**config.mk**
```make
export PLATFORM = sky130hd
export DESIGN_NAME = length_prefixed_record_deframer
export DESIGN_NICKNAME = d
export VERILOG_FILES = /design/src/lprd_pkg.sv /design/src/lprd_parser.sv /design/src/lprd_out_reg.sv /design/src/length_prefixed_record_deframer.sv
export SDC_FILE = /design/constraint.sdc
export NUM_CORES = 1
export LEC_CHECK = 0
export BUFFER_PORTS_ARGS = -buffer_cell sky130_fd_sc_hd__buf_2
export CAP_MARGIN = 20
export CORE_UTILIZATION = 45
export DETAILED_ROUTE_END_ITERATION = 10
export PLACE_DENSITY = 0.71
export RECOVER_POWER = 100
export SLEW_MARGIN = 25
export SYNTH_ARGS = -nofsm -noshare
export SYNTH_HDL_FRONTEND = slang
export SYNTH_SLANG_ARGS = --single-unit
```
**constraint.sdc**
```tcl
create_clock -name clk -period 7.38 [get_ports clk]
set_input_delay 1.107 -clock clk [delete_from_list [all_inputs] [get_ports clk]]
set_output_delay 1.107 -clock clk [all_outputs]
set_load 0.05 [all_outputs]
```
**src/lprd_pkg.sv**
```systemverilog
// Shared types and constants for the length-prefixed record deframer.
// No dependencies; used by every module under src.
package lprd_pkg;

  localparam int unsigned MAX_RECORD_BYTES = 512;
  localparam int unsigned MAX_RECORDS      = 256;
  localparam int unsigned MAX_BUFFER_BYTES = 65536;

  localparam int unsigned POS_W = 17;  // byte position and buffer length
  localparam int unsigned LEN_W = 10;  // effective record length
  localparam int unsigned CNT_W = 9;   // completed record count

  localparam logic [POS_W-1:0] POS_MAX  = {POS_W{1'b1}};
  localparam logic [POS_W-1:0] BUF_MAX  = POS_W'(MAX_BUFFER_BYTES);
  localparam logic [POS_W-1:0] REC_MAX  = POS_W'(MAX_RECORD_BYTES);
  localparam logic [CNT_W-1:0] RECS_MAX = CNT_W'(MAX_RECORDS);

  typedef enum logic [2:0] {
    PH_MODE,
    PH_HDR_LO,
    PH_HDR_HI,
    PH_PAYLOAD,
    PH_DONE
  } phase_t;

  typedef enum logic [1:0] {
    KIND_MODE,
    KIND_PAYLOAD,
    KIND_EMPTY
  } kind_t;

  typedef struct packed {
    logic       start_of_buffer;
    logic [7:0] in_byte;
  } item_t;

  typedef struct packed {
    kind_t      kind;
    logic [7:0] out_byte;
    logic [7:0] record_index;
    logic [8:0] byte_offset;
    logic [9:0] record_length;
    logic       last_of_record;
  } result_t;

endpackage

```
**src/lprd_parser.sv**
```systemverilog
// Header/payload parser: phase state machine and per-record counters.
// Depends on lprd_pkg. Produces at most one result per accepted byte.
module lprd_parser (
  input  logic                        clk,
  input  logic                        rst,
  input  logic                        accept,
  input  lprd_pkg::item_t             item,
  input  logic [lprd_pkg::POS_W-1:0]  buffer_length,
  output logic                        emit,
  output lprd_pkg::result_t           result
);

  lprd_pkg::phase_t              phase, phase_next;
  logic [lprd_pkg::POS_W-1:0]    byte_position, byte_position_next;
  logic [7:0]                    length_low_byte, length_low_byte_next;
  logic [lprd_pkg::LEN_W-1:0]    current_length, current_length_next;
  logic [lprd_pkg::LEN_W-1:0]    payload_offset, payload_offset_next;
  logic [lprd_pkg::CNT_W-1:0]    record_count, record_count_next;

  // view of the state after an optional restart
  lprd_pkg::phase_t              cur_phase;
  logic [lprd_pkg::POS_W-1:0]    cur_pos;
  logic [7:0]                    cur_lo;
  logic [lprd_pkg::LEN_W-1:0]    cur_len;
  logic [lprd_pkg::LEN_W-1:0]    cur_off;
  logic [lprd_pkg::CNT_W-1:0]    cur_cnt;

  logic [lprd_pkg::POS_W-1:0]    size;
  logic [lprd_pkg::POS_W-1:0]    remain;
  logic [15:0]                   hdr;
  logic [lprd_pkg::POS_W-1:0]    len_cap;
  logic [lprd_pkg::LEN_W-1:0]    len_eff;
  logic                          last;

  always_ff @(posedge clk) begin
    if (rst) begin
      phase           <= lprd_pkg::PH_MODE;
      byte_position   <= '0;
      length_low_byte <= '0;
      current_length  <= '0;
      payload_offset  <= '0;
      record_count    <= '0;
    end else if (accept) begin
      phase           <= phase_next;
      byte_position   <= byte_position_next;
      length_low_byte <= length_low_byte_next;
      current_length  <= current_length_next;
      payload_offset  <= payload_offset_next;
      record_count    <= record_count_next;
    end
  end

  always_comb begin
    size = (buffer_length > lprd_pkg::BUF_MAX) ? lprd_pkg::BUF_MAX : buffer_length;

    cur_phase = item.start_of_buffer ? lprd_pkg::PH_MODE : phase;
    cur_pos   = item.start_of_buffer ? '0 : byte_position;
    cur_lo    = item.start_of_buffer ? '0 : length_low_byte;
    cur_len   = item.start_of_buffer ? '0 : current_length;
    cur_off   = item.start_of_buffer ? '0 : payload_offset;
    cur_cnt   = item.start_of_buffer ? '0 : record_count;

    byte_position_next   = (cur_pos == lprd_pkg::POS_MAX) ? cur_pos
                                                          : cur_pos + 1'b1;
    phase_next           = cur_phase;
    length_low_byte_next = cur_lo;
    current_length_next  = cur_len;
    payload_offset_next  = cur_off;
    record_count_next    = cur_cnt;

    // header length, capped by bytes left after the header, then by max size
    hdr     = {item.in_byte, cur_lo};
    remain  = size - cur_pos - 1'b1;
    len_cap = ({1'b0, hdr} > remain) ? remain : {1'b0, hdr};
    len_eff = (len_cap > lprd_pkg::REC_MAX) ? lprd_pkg::LEN_W'(lprd_pkg::REC_MAX)
                                            : len_cap[lprd_pkg::LEN_W-1:0];
    last    = ({1'b0, cur_off} + 1'b1) >= {1'b0, cur_len};

    emit   = 1'b0;
    result = '0;

    if (cur_pos < size) begin
      case (cur_phase)
        lprd_pkg::PH_MODE: begin
          emit            = 1'b1;
          result.kind     = lprd_pkg::KIND_MODE;
          result.out_byte = item.in_byte;
          phase_next      = lprd_pkg::PH_HDR_LO;
        end
        lprd_pkg::PH_HDR_LO: begin
          if (cur_cnt >= lprd_pkg::RECS_MAX) begin
            phase_next = lprd_pkg::PH_DONE;
          end else if (cur_pos == size - 1'b1) begin
            // lone byte at the end; a two-byte buffer makes it a record
            if (size == lprd_pkg::POS_W'(2) && cur_cnt == '0) begin
              emit                  = 1'b1;
              result.kind           = lprd_pkg::KIND_PAYLOAD;
              result.out_byte       = item.in_byte;
              result.record_length  = 10'd1;
              result.last_of_record = 1'b1;
              record_count_next     = lprd_pkg::CNT_W'(1);
            end
            phase_next = lprd_pkg::PH_DONE;
          end else begin
            length_low_byte_next = item.in_byte;
            phase_next           = lprd_pkg::PH_HDR_HI;
          end
        end
        lprd_pkg::PH_HDR_HI: begin
          current_length_next = len_eff;
          payload_offset_next = '0;
          if (len_eff == '0) begin
            emit                  = 1'b1;
            result.kind           = lprd_pkg::KIND_EMPTY;
            result.record_index   = cur_cnt[7:0];
            result.last_of_record = 1'b1;
            record_count_next     = cur_cnt + 1'b1;
            phase_next            = lprd_pkg::PH_HDR_LO;
          end else begin
            phase_next = lprd_pkg::PH_PAYLOAD;
          end
        end
        lprd_pkg::PH_PAYLOAD: begin
          emit                  = 1'b1;
          result.kind           = lprd_pkg::KIND_PAYLOAD;
          result.out_byte       = item.in_byte;
          result.record_index   = cur_cnt[7:0];
          result.byte_offset    = cur_off[8:0];
          result.record_length  = cur_len;
          result.last_of_record = last;
          payload_offset_next   = cur_off + 1'b1;
          if (last) begin
            record_count_next = cur_cnt + 1'b1;
            phase_next        = lprd_pkg::PH_HDR_LO;
          end
        end
        default: begin
          // done: drop
        end
      endcase
    end
  end

endmodule

```
**src/lprd_out_reg.sv**
```systemverilog
// Result register with valid/stall handshake toward the consumer.
// Depends on lprd_pkg for the result struct.
module lprd_out_reg (
  input  logic              clk,
  input  logic              rst,
  input  logic              load,
  input  logic              load_valid,
  input  lprd_pkg::result_t load_data,
  output logic              result_valid,
  input  logic              result_stall,
  output lprd_pkg::result_t result,
  output logic              full
);

  logic result_valid_next;

  // full means the held result cannot leave this cycle
  assign full = result_valid && result_stall;

  always_comb begin
    if (load) begin
      result_valid_next = load_valid;
    end else if (result_valid && !result_stall) begin
      result_valid_next = 1'b0;
    end else begin
      result_valid_next = result_valid;
    end
  end

  always_ff @(posedge clk) begin
    if (rst) begin
      result_valid <= 1'b0;
    end else begin
      result_valid <= result_valid_next;
    end
  end

  always_ff @(posedge clk) begin
    if (load && load_valid) begin
      result <= load_data;
    end
  end

endmodule

```
**src/length_prefixed_record_deframer.sv**
```systemverilog
// Top level of the length-prefixed record deframer (16-bit LE headers).
// Depends on lprd_pkg, lprd_parser and lprd_out_reg.
//
//  channel  | direction | handshake                 | payload
//  ---------+-----------+---------------------------+--------------------
//  item     | in        | item_valid / item_stall   | item   (item_t)
//  result   | out       | result_valid / result_stall| result (result_t)
//  config   | in        | cfg_we                    | cfg_wdata (17 bits)
//
// One byte per clock while item is not stalled: a transaction on item updates
// the parser state and loads at most one result into the output register
// on the same edge. The new result register is the only stage; item is
// stalled only while a held result is itself stalled downstream. Reset (rst,
// synchronous) puts the parser back to expecting the mode byte and clears
// buffer_length; the result register comes out empty.
module length_prefixed_record_deframer (
  input  logic                        clk,
  input  logic                        rst,
  input  logic                        item_valid,
  output logic                        item_stall,
  input  lprd_pkg::item_t             item,
  output logic                        result_valid,
  input  logic                        result_stall,
  output lprd_pkg::result_t           result,
  input  logic                        cfg_we,
  input  logic [lprd_pkg::POS_W-1:0]  cfg_wdata
);

  logic [lprd_pkg::POS_W-1:0] buffer_length;
  logic                       accept;
  logic                       emit;
  lprd_pkg::result_t          parsed;
  logic                       out_full;

  // buffer length register, to be written only while idle; the block itself does not enforce it
  always_ff @(posedge clk) begin
    if (rst) begin
      buffer_length <= '0;
    end else if (cfg_we) begin
      buffer_length <= cfg_wdata;
    end
  end

  assign item_stall = out_full;
  assign accept     = item_valid && !item_stall;

  lprd_parser u_parser (
    .clk           (clk),
    .rst           (rst),
    .accept        (accept),
    .item          (item),
    .buffer_length (buffer_length),
    .emit          (emit),
    .result        (parsed)
  );

  // a byte that produces nothing still empties the register if it drains
  lprd_out_reg u_out_reg (
    .clk          (clk),
    .rst          (rst),
    .load         (accept),
    .load_valid   (emit),
    .load_data    (parsed),
    .result_valid (result_valid),
    .result_stall (result_stall),
    .result       (result),
    .full         (out_full)
  );

endmodule
```
==> results.yml, run 1 <==
sta:
  relSlewSlack: -1.41
  setup_slack_ps: 874
  fin_skew_ps: 7.27
  worst_pin_slew_ps: 3610
  hold_viol: 0
  setup_viol: 0
  setup-tns-final_ps: 0
  post-route-period-util: 0.882
  fin_crit_ps: 6510
  max_freq_ghz: 0.154
  maxSlewViolCount: 76
  rsz0062_at_grt: "no"
synthesis:
  synth_warnings: 0
  synthCells: 1050
  synth_edf_count: 38
  synthFlopType: "dfxtp_1"
  ys_types: 92
  ys_ff_latch: 113
  syn_area_per_cell_um2: 8.17
  async_reset_ff_frac: 0
  synth_seq_area_share: 0.308
  syn_area_um2: 8580
  syn_nets: 1142
layout:
  drive_gt1_frac: 0.0925
  area_growth_pct: 11.7
  fin_nets: 1193
  fin_area_um2: 9580
  fillers: 1789
  antenna_cells: 0
run:
  drv_cap: 1
grt:
  grt_usage: 0.242
  grt-ovfl-total: 0
  grt_busiest_layer: "met2"
  grtUsageMet3: 0.0376
  grt_first_pass_wirelength_mm: 38.1
  antenna_found_initial: 0
  grt_max_degree: 76
  grt_pass1_vias: 7557
  grt_use_met1: 0.300
  globalRouteMet2Util: 0.411
floorplanning:
  die_w_um: 140
  coreArea_um2: 18700
  initial_core_util: 0.459
  io_pins: 71
  rows: 50
  dieHeight_um: 140
  die-area_um2: 19600
worst_setup_path:
  r2r_cells: 24
  crit_type: "in -> reg"
  critPathCaptureType: "flip-flop"
  crit_start: "item[8]"
  cp_data_arrival_time_ps: 6620
  critPathSlowestCell: "clkbuf_1"
  crit_required_ps: 7500
  crit_fanout: 31
  cp-start-kind: "input pin"
  r2r_setup_slack_ps: 880
  reg2reg_to: "u_out_reg.result[14]$_SDFFCE_PN0P_"
  crit_end: "u_out_reg.result[14]$_SDFFCE_PN0P_"
  r2r_start: "buffer_length[2]$_SDFFE_PP0P_"
  crit_chain: "clkbuf_1 -> inv_1 -> nand2_1 -> ha_1 -> and2b_1 -> a31oi_1 -> o21ai_1 -> a211oi_1 -> xnor2_1 -> inv_1 -> ha_1 -> nand4_1 -> nor4_1 -> nand2_1 -> a31oi_1 -> and2_1 -> and4_1 -> o21ai_1 -> o22ai_1 -> o21a_2 -> buf_12"
  slowest_delay_ps: 440
placement:
  gp_congestion: 0.963
  dp_slack_ps: 773
  numPortBuffers: 70
  dp_hpwl_mm: 17.5
  placed_area_um2: 9100
route:
  drt_iter0_markers: 649
  ant_nets: 0
  firstDrtPassIters: 5
  post_drt_wl_per_cell_um: 17.3
  drt-total-wl_mm: 23.4
  vias: 8076
  viasPerCell: 5.99
  drc: 0
clocking:
  root_buffer: "clkbuf_16"
  cts.sinks: 113
  cts_buffers: 17
  htreeDepth: 4
  holdBufCountCts: 0
  cts_max_path_buffers: 2
  cts_resized: 0
  clock_latency_ps: 420
  cts_setup_buffers: 0
  cts_tree: "built"
  path_clk_slew_ps: 50
min_path:
  hold_path.class: "reg -> reg"
run_status:
  violations: "capacitance limit, slew limit"
  status: "finished with violations"
power:
  leakagePower_nw: 3.86
  power_w: 0.00195
  ir_worst_vdd_uv: 206
  power.density_nw_per_um2: 204
-- critical path: cells and delay by family --
kind	cells	cell delay, ps
adders and majority gates	2	640
buffers and inverters	4	1120
xor gates and xnor gates	1	230
and+or+nand+nor	7	1660
AOI/OAI and AO/OA	7	1840
-- cell type report --
| cell class | count | area (µm²) | share of cell area |
|---|---|---|---|
| Clock inverter | 15 | 136 | 0.0142 |
| Sequential cell | 113 | 2640 | 0.276 |
| Tap cell | 234 | 293 | 0.0306 |
| Timing Repair Buffer | 79 | 368 | 0.0384 |
| Inverter | 56 | 213 | 0.0222 |
| Clock buffer | 17 | 425 | 0.0444 |
| Multi-Input combinational cell | 834 | 5500 | 0.574 |
-- worst min-delay path by stage --
stage	cells after the start	to	start
after floorplan	2	u_parser.current_length[4]$_SDFFE_PP0P_	u_parser.current_length[4]$_SDFFE_PP0P_
after global placement	2	u_parser.current_length[0]$_SDFFE_PP0P_	u_parser.current_length[0]$_SDFFE_PP0P_
after detailed placement	2	u_parser.current_length[5]$_SDFFE_PP0P_	u_parser.current_length[5]$_SDFFE_PP0P_
after CTS	2	u_parser.current_length[5]$_SDFFE_PP0P_	u_parser.current_length[5]$_SDFFE_PP0P_
after global routing	1	u_parser.length_low_byte[2]$_SDFFE_PP0P_	u_parser.length_low_byte[2]$_SDFFE_PP0P_
final	2	u_parser.current_length[5]$_SDFFE_PP0P_	u_parser.current_length[5]$_SDFFE_PP0P_
-- power breakdown --
group          switching (W)  total [W]  internal (W)
Clock               0.000313   0.000777      0.000464
Combinational       0.000325   0.000480      0.000155
Sequential         0.0000184   0.000693      0.000675
-- per-layer routing --
layer | part of all wire | vias up | wire, µm
li1 | - | 3933 | -
met1 | 0.44 | 3777 | 10200
met2 | 0.47 | 296 | 11000
met3 | 0.055 | 70 | 1280
met4 | 0.036 | 0 | 847
met5 | 0 | - | 0
-- kinds of logic after synthesis --
kind of cell / count (synthesis) / share of synthesized area
AO/OA/AOI/OAI: 262 / 0.212
XOR/XNOR: 43 / 0.0439
adder cells (fa/ha/maj): 61 / 0.0898
buffers and inverters: 103 / 0.0490
flip-flops: 113 / 0.308
multiplexers: 24 / 0.0281
AND/OR/NAND/NOR: 444 / 0.269
-- through the flow --
stage,utilization,cells,hold slack (ps)
6_report,0.512,1348,469
5_1_grt,0.512,1348,501
4_1_cts,0.516,1348,470
3_5_place_dp,0.486,1316,462
3_3_place_gp,0.486,1316,457
2_1_floorplan,-,1050,441
-- state kept, by name, summed over array words and instances (netlist names) --
| register | flops |
|---|---|
| u_out_reg.result | 38 |
| buffer_length | 17 |
| u_parser.byte_position | 17 |
| u_parser.current_length | 10 |
| u_parser.payload_offset | 10 |
| u_parser.record_count | 9 |
| u_parser.length_low_byte | 8 |
| u_parser.phase | 3 |
| u_out_reg.result_valid | 1 |
-- Yosys cell counts (all sizes together), types with 19 or more instances --
cell,number,area share
a211oi,19,0.017
a21oi,57,0.034
and2,41,0.030
clkbuf,33,0.014
dfxtp,75,0.17
edfxtp,38,0.13
ha,60,0.087
inv,56,0.025
mux2i,23,0.027
nand2,107,0.047
nand3,33,0.019
nor2,105,0.046
nor2b,26,0.019
nor3,31,0.019
o21ai,61,0.036
xnor2,30,0.031
-- layout by cell type (no fill, tap or decap), types with 5 or more instances in the layout --
cell type	count
nand2_1	107
nor2_1	105
dfxtp_1	75
ha_1	60
a21oi_1	57
inv_1	53
o21ai_0	52
clkbuf_1	44
edfxtp_1	38
nand3_1	33
xnor2_1	30
nor3_1	29
buf_2	29
and2_1	28
nor2b_1	25
mux2i_1	23
a211oi_1	18
nand4_1	17
and3_1	17
clkbuf_16	17
nand2b_1	15
nor4_1	13
a31oi_1	13
xor2_1	13
and2_0	13
a21o_1	11
o21a_1	11
a22oi_1	11
a22o_1	9
o21ai_1	8
o211ai_1	8
a32oi_1	7
or4_1	5
a31o_2	5
nand3b_1	5
buf_4	5
Power figures use the tool's default switching activity.
==> inputs of run 2 (changes only) <==
==> constraint.sdc (replaced) <==
create_clock -name clk -period 7.38 [get_ports clk]
set_input_delay 1.107 -clock clk [delete_from_list [all_inputs] [get_ports clk]]
set_output_delay 1.107 -clock clk [all_outputs]
set_load 0.005 [all_outputs]
==> run 2 against run 1 <==
The flow still finishes with violations (capacitance limit, slew limit). Sequential cell count did not move. Sequential share of layout area fell by 0.072 points. Cell area rose by 0.26%. Clock power barely moved. Critical path depth did not move. Worst hold slack barely moved. Largest cell class unchanged. Highest routed layer unchanged.
==> results.yml, run 2 (synthesis gave the netlist of run 1 again) <==
sta:
  relSlewSlack: -1.42
  setup-tns-final_ps: 0
  post-route-period-util: 0.882
  maxSlewViolCount: 76
  max_freq_ghz: 0.154
  setup_viol: 0
  fin_skew_ps: 7.75
  whs_ps: 469
  rsz0062_at_grt: "no"
  worst_pin_slew_ps: 3630
  fin_crit_ps: 6510
  hold_viol: 0
route:
  drc: 0
  post_drt_wl_per_cell_um: 17.4
  vias: 8082
  firstDrtPassIters: 5
  drt_iter0_markers: 645
  drt-total-wl_mm: 23.4
  viasPerCell: 6.00
  ant_nets: 0
worst_setup_path:
  cp_data_arrival_time_ps: 6620
  crit_type: "in -> reg"
  critPathCaptureType: "flip-flop"
  cp-start-kind: "input pin"
  crit_required_ps: 7500
  r2r_cells: 24
  crit_fanout: 31
layout:
  largest_register_ffs: 38
  final_common_cell: "nand2_1"
  top_register: "u_out_reg.result"
  drive_gt1_frac: 0.110
  reg_top3: "u_out_reg.result: 38 flops, buffer_length: 17 flops, u_parser.byte_position: 17 flops"
  fin_nets: 1193
  mostFrequentLayoutCells: "nand2_1, nor2_1, dfxtp_1"
  area_growth_pct: 11.9
  antenna_cells: 0
  fillers: 1776
  fin_util: 0.514
power:
  ir_worst_vdd_uv: 206
  p_sw_w: 0.000593
  internal_power_w: 0.00130
  combPwrFrac: 0.222
  power_frac_clock: 0.412
  power.density_nw_per_um2: 197
  leakagePower_nw: 3.92
  power_frac_seq: 0.367
  switching_share: 0.314
clocking:
  cts_resized: 0
  holdBufCountCts: 0
  cts_buffers: 17
  cts_max_path_buffers: 2
  root_buffer: "clkbuf_16"
  path_clk_slew_ps: 50
  cts_setup_buffers: 0
  clock_latency_ps: 420
  cts_tree: "built"
  htreeDepth: 4
  cts.sinks: 113
floorplanning:
  coreArea_um2: 18700
  rows: 50
  die_w_um: 140
  dieHeight_um: 140
  die-area_um2: 19600
  initial_core_util: 0.459
  io_pins: 71
placement:
  dp_hpwl_mm: 17.5
  gp_congestion: 0.963
  numPortBuffers: 70
grt:
  grt_pass1_vias: 7557
  grt_max_degree: 76
  antenna_found_initial: 0
  grt-ovfl-total: 0
  grt_first_pass_wirelength_mm: 38.1
  grt_usage: 0.242
min_path:
  hold_path.class: "reg -> reg"
  hold_depth: 2
run:
  drv_cap: 1
run_status:
  violations: "capacitance limit, slew limit"
  status: "finished with violations"
[run 2: changes by cell type in the layout (fill, tap and decap cells not counted)]
cell	previous run	this run
clkbuf_1	44	24
buf_2	29	49
[run 2: layout make-up]
class / count / area [µm²] / area share
multi-input cells: 834 / 5500 / 0.573
clock buffers: 17 / 425 / 0.0443
clock inverters: 15 / 136 / 0.0142
repair buffers: 79 / 393 / 0.0409
flip-flops and latches: 113 / 2640 / 0.275
inverters: 56 / 213 / 0.0221
well taps: 234 / 293 / 0.0305
[run 2: path summary, 6_finish.rpt]
path	from	end	slack, ps
worst max-delay path	item[8]	u_out_reg.result[14]$_SDFFCE_PN0P_	870
worst min-delay path	u_parser.current_length[5]$_SDFFE_PP0P_	u_parser.current_length[5]$_SDFFE_PP0P_	470
worst max register to register	buffer_length[2]$_SDFFE_PP0P_	u_out_reg.result[14]$_SDFFCE_PN0P_	880
worst min register to register	u_parser.current_length[5]$_SDFFE_PP0P_	u_parser.current_length[5]$_SDFFE_PP0P_	470
[run 2: worst max-delay path, cell delays in order]
cell and delay, ps:
clkbuf_1 440, inv_1 360, nand2_1 190, ha_1 330, and2b_1 210, a31oi_1 210, o21ai_1 160, a211oi_1 390
xnor2_1 230, inv_1 90, ha_1 310, nand4_1 110, nor4_1 370, nand2_1 130, a31oi_1 340, and2_1 270
and4_1 380, o21ai_1 190, o22ai_1 250, o21a_2 300, buf_12 230
[run 2: power by group through the flow]
stage / clock network (W) / logic [W] / registers [W]
after floorplan: 0 / 0.000302 / 0.000704
after global placement: 0 / 0.000412 / 0.000705
after detailed placement: 0 / 0.000415 / 0.000705
after CTS: 0.000790 / 0.000417 / 0.000692
after global routing: 0.000819 / 0.000463 / 0.000696
final: 0.000778 / 0.000419 / 0.000693
[run 2: through the flow]
| stage | power, W | cell area (µm²) | cells | setup WS, ps |
|---|---|---|---|---|
| final | 0.00189 | 9610 | 1348 | 872 |
| after floorplan | 0.00101 | 8580 | 1050 | 384 |
| after global routing | 0.00198 | 9610 | 1348 | 125 |
| after detailed placement | 0.00112 | 9100 | 1316 | 773 |
| after global placement | 0.00112 | 9100 | 1316 | 906 |
| after CTS | 0.00190 | 9660 | 1348 | 1050 |
[run 2: routing by layer]
metal | vias up | GRT usage | share of wire
met5 | - | 0 | 0
met1 | 3784 | 0.300 | 0.44
met2 | 303 | 0.411 | 0.47
met4 | 0 | 0.113 | 0.035
met3 | 64 | 0.0376 | 0.055
li1 | 3931 | - | -
==> inputs of run 3 (changes only) <==
--- a/config.mk
+++ b/config.mk
@@ -7,6 +7,7 @@
 export LEC_CHECK = 0
 export BUFFER_PORTS_ARGS = -buffer_cell sky130_fd_sc_hd__buf_2
 export CAP_MARGIN = 20
+export CORE_ASPECT_RATIO = 0.6
 export CORE_UTILIZATION = 45
 export DETAILED_ROUTE_END_ITERATION = 10
 export PLACE_DENSITY = 0.71
==> run 3 against run 2 <==
The flow now finishes without violations. Critical path depth rose by 3. Global-route usage rose by 2.6 points. Die area hardly changed. Routed wire length rose by 10%. Worst setup slack worse by 170 ps. Register-to-register slack worse by 180 ps. Via count is 1.1% higher. Combinational power rose by 4%. Sequential power barely moved. First-iteration DRC count grew 37%. Worst hold slack gained 12 ps. Critical path type is now reg -> reg.
==> results.yml, run 3 (synthesis gave the netlist of run 1 again) <==
run_status:
  status: "finished clean"
route:
  ant_nets: 0
  firstDrtPassIters: 5
  drc: 0
  post_drt_wl_per_cell_um: 19.0
  viasPerCell: 6.02
  drt_iter0_markers: 882
  vias: 8171
  drt-total-wl_mm: 25.8
worst_setup_path:
  crit_type: "reg -> reg"
  r2r_cells: 24
  critical_path.top_delay_family: "compound AO/OA/AOI/OAI gates"
  r2r_setup_slack_ps: 700
  crit_cells: 24
  cp_data_arrival_time_ps: 6790
  crit_fanout: 38
  crit_buf_inv: 4
  reg2reg_to: "u_out_reg.result[31]$_SDFFCE_PP0P_"
  crit_required_ps: 7490
  critPathCaptureType: "flip-flop"
  slowest_delay_ps: 490
  cp-start-kind: "flip-flop"
  r2r_start: "buffer_length[4]$_SDFFE_PP0P_"
  crit_chain: "nor3_2 -> nand4_1 -> o21ai_0 -> clkbuf_1 -> nand2_1 -> inv_1 -> ha_1 -> a21oi_1 -> o21ai_0 -> o21ai_0 -> o31ai_1 -> a211oi_1 -> inv_1 -> ha_1 -> nand2_1 -> nor4_1 -> nand2_1 -> a31oi_1 -> and2_1 -> and4_1 -> o21ai_1 -> o22ai_1 -> o21a_2 -> buf_12"
  critPathSlowestCell: "nor3_2"
floorplanning:
  io_pins: 71
  die-area_um2: 19600
  coreArea_um2: 18400
  initial_core_util: 0.468
  die_w_um: 180
  dieHeight_um: 109
  rows: 38
min_path:
  min_to: "u_parser.current_length[5]$_SDFFE_PP0P_"
  hold_depth: 2
  hold_path.class: "reg -> reg"
  min_from: "u_parser.current_length[5]$_SDFFE_PP0P_"
layout:
  antenna_cells: 0
  reg_top3: "u_out_reg.result: 38 flops, buffer_length: 17 flops, u_parser.byte_position: 17 flops"
  area_growth_pct: 12.6
  top_register: "u_out_reg.result"
  largest_register_ffs: 38
  mostFrequentLayoutCells: "nand2_1, nor2_1, dfxtp_1"
  drive_gt1_frac: 0.110
  fin_nets: 1197
  fillers: 1724
  fin_cells: 1358
  final_common_cell: "nand2_1"
grt:
  grt-ovfl-total: 0
  grt_first_pass_wirelength_mm: 40.2
  grt_pass1_vias: 7080
  antenna_found_initial: 0
  grt_usage: 0.268
  grt_max_degree: 40
power:
  ir_worst_vdd_uv: 135
  power.density_nw_per_um2: 202
  leakagePower_nw: 3.93
  power_w: 0.00195
sta:
  post-route-period-util: 0.905
  setup-tns-final_ps: 0
  fin_skew_ps: 12.0
  worst_pin_slew_ps: 1390
  max_freq_ghz: 0.150
  hold_viol: 0
  fin_crit_ps: 6680
  rsz0062_at_grt: "no"
  maxSlewViolCount: 0
  whs_ps: 481
  setup_viol: 0
  relSlewSlack: 0.0619
clocking:
  cts.sinks: 113
  cts_buffers: 17
  cts_max_path_buffers: 2
  cts_resized: 0
  cts_setup_buffers: 0
  cts_tree: "built"
  path_clk_slew_ps: 60
  root_buffer: "clkbuf_16"
  holdBufCountCts: 0
  htreeDepth: 4
  clock_latency_ps: 430
placement:
  gp_congestion: 0.993
  dp_cells: 1326
  dp_hpwl_mm: 19.6
  numPortBuffers: 70
run:
  drv_cap: 0
==> run 3: cell count changes in the layout (fill, tap and decap cells not counted), moves of 3 or more <==
cell,delta
and2_0,+7
and2_1,-7
buf_2,-4
clkbuf_1,+3
buf_4,+5
inv_6,-3
==> run 3: worst max-delay path by stage <==
stage                                             start                                 endpoint  slack, ps
final                     buffer_length[4]$_SDFFE_PP0P_       u_out_reg.result[31]$_SDFFCE_PP0P_        700
after global routing      buffer_length[4]$_SDFFE_PP0P_  u_parser.current_length[6]$_SDFFE_PP0P_        320
after CTS                 buffer_length[4]$_SDFFE_PP0P_       u_out_reg.result[31]$_SDFFCE_PP0P_       1130
after detailed placement                        item[8]       u_out_reg.result[34]$_SDFFCE_PP0P_        840
after global placement                          item[8]       u_out_reg.result[33]$_SDFFCE_PP0P_        900
after floorplan                                 item[8]        u_out_reg.result[0]$_SDFFCE_PP0P_        380
==> run 3: final cells by class <==
| cell class | count | area (µm²) | share of cell area |
|---|---|---|---|
| inverter | 56 | 213 | 0.0220 |
| clock buffer | 18 | 439 | 0.0455 |
| timing repair buffer | 83 | 422 | 0.0437 |
| multi-input combinational | 834 | 5500 | 0.570 |
| tap | 240 | 300 | 0.0311 |
| clock inverter | 14 | 141 | 0.0146 |
| sequential | 113 | 2640 | 0.274 |
==> run 3: routing by layer <==
layer,global-route usage,wire (µm),vias to the layer above
li1,-,-,3931
met1,0.420,13200,3764
met2,0.329,9210,462
met3,0.103,3240,14
met4,0.0495,174,0
met5,0,0,-
==> run 3: through the flow <==
| step | cell area, µm² | utilization | setup WS, ps |
|---|---|---|---|
| after detailed placement | 9140 | 0.498 | 843 |
| after CTS | 9720 | 0.529 | 1130 |
| final | 9660 | 0.526 | 698 |
| after global routing | 9660 | 0.526 | 324 |
| after global placement | 9140 | 0.498 | 897 |
| after floorplan | 8580 | - | 384 |
==> run 3: worst min-delay path, delay by kind of cell (launching register included) <==
family          cells  cell delay, ps
compound gates      1              50
flops               1             330
simple gates        1              60
==> run 3: report_power, final <==
group / switching, W / leakage (nW) / total, W / internal [W]
combinational: 0.000276 / 2.67 / 0.000436 / 0.000160
clock: 0.000314 / 0.267 / 0.000816 / 0.000502
sequential: 0.0000204 / 0.987 / 0.000695 / 0.000675
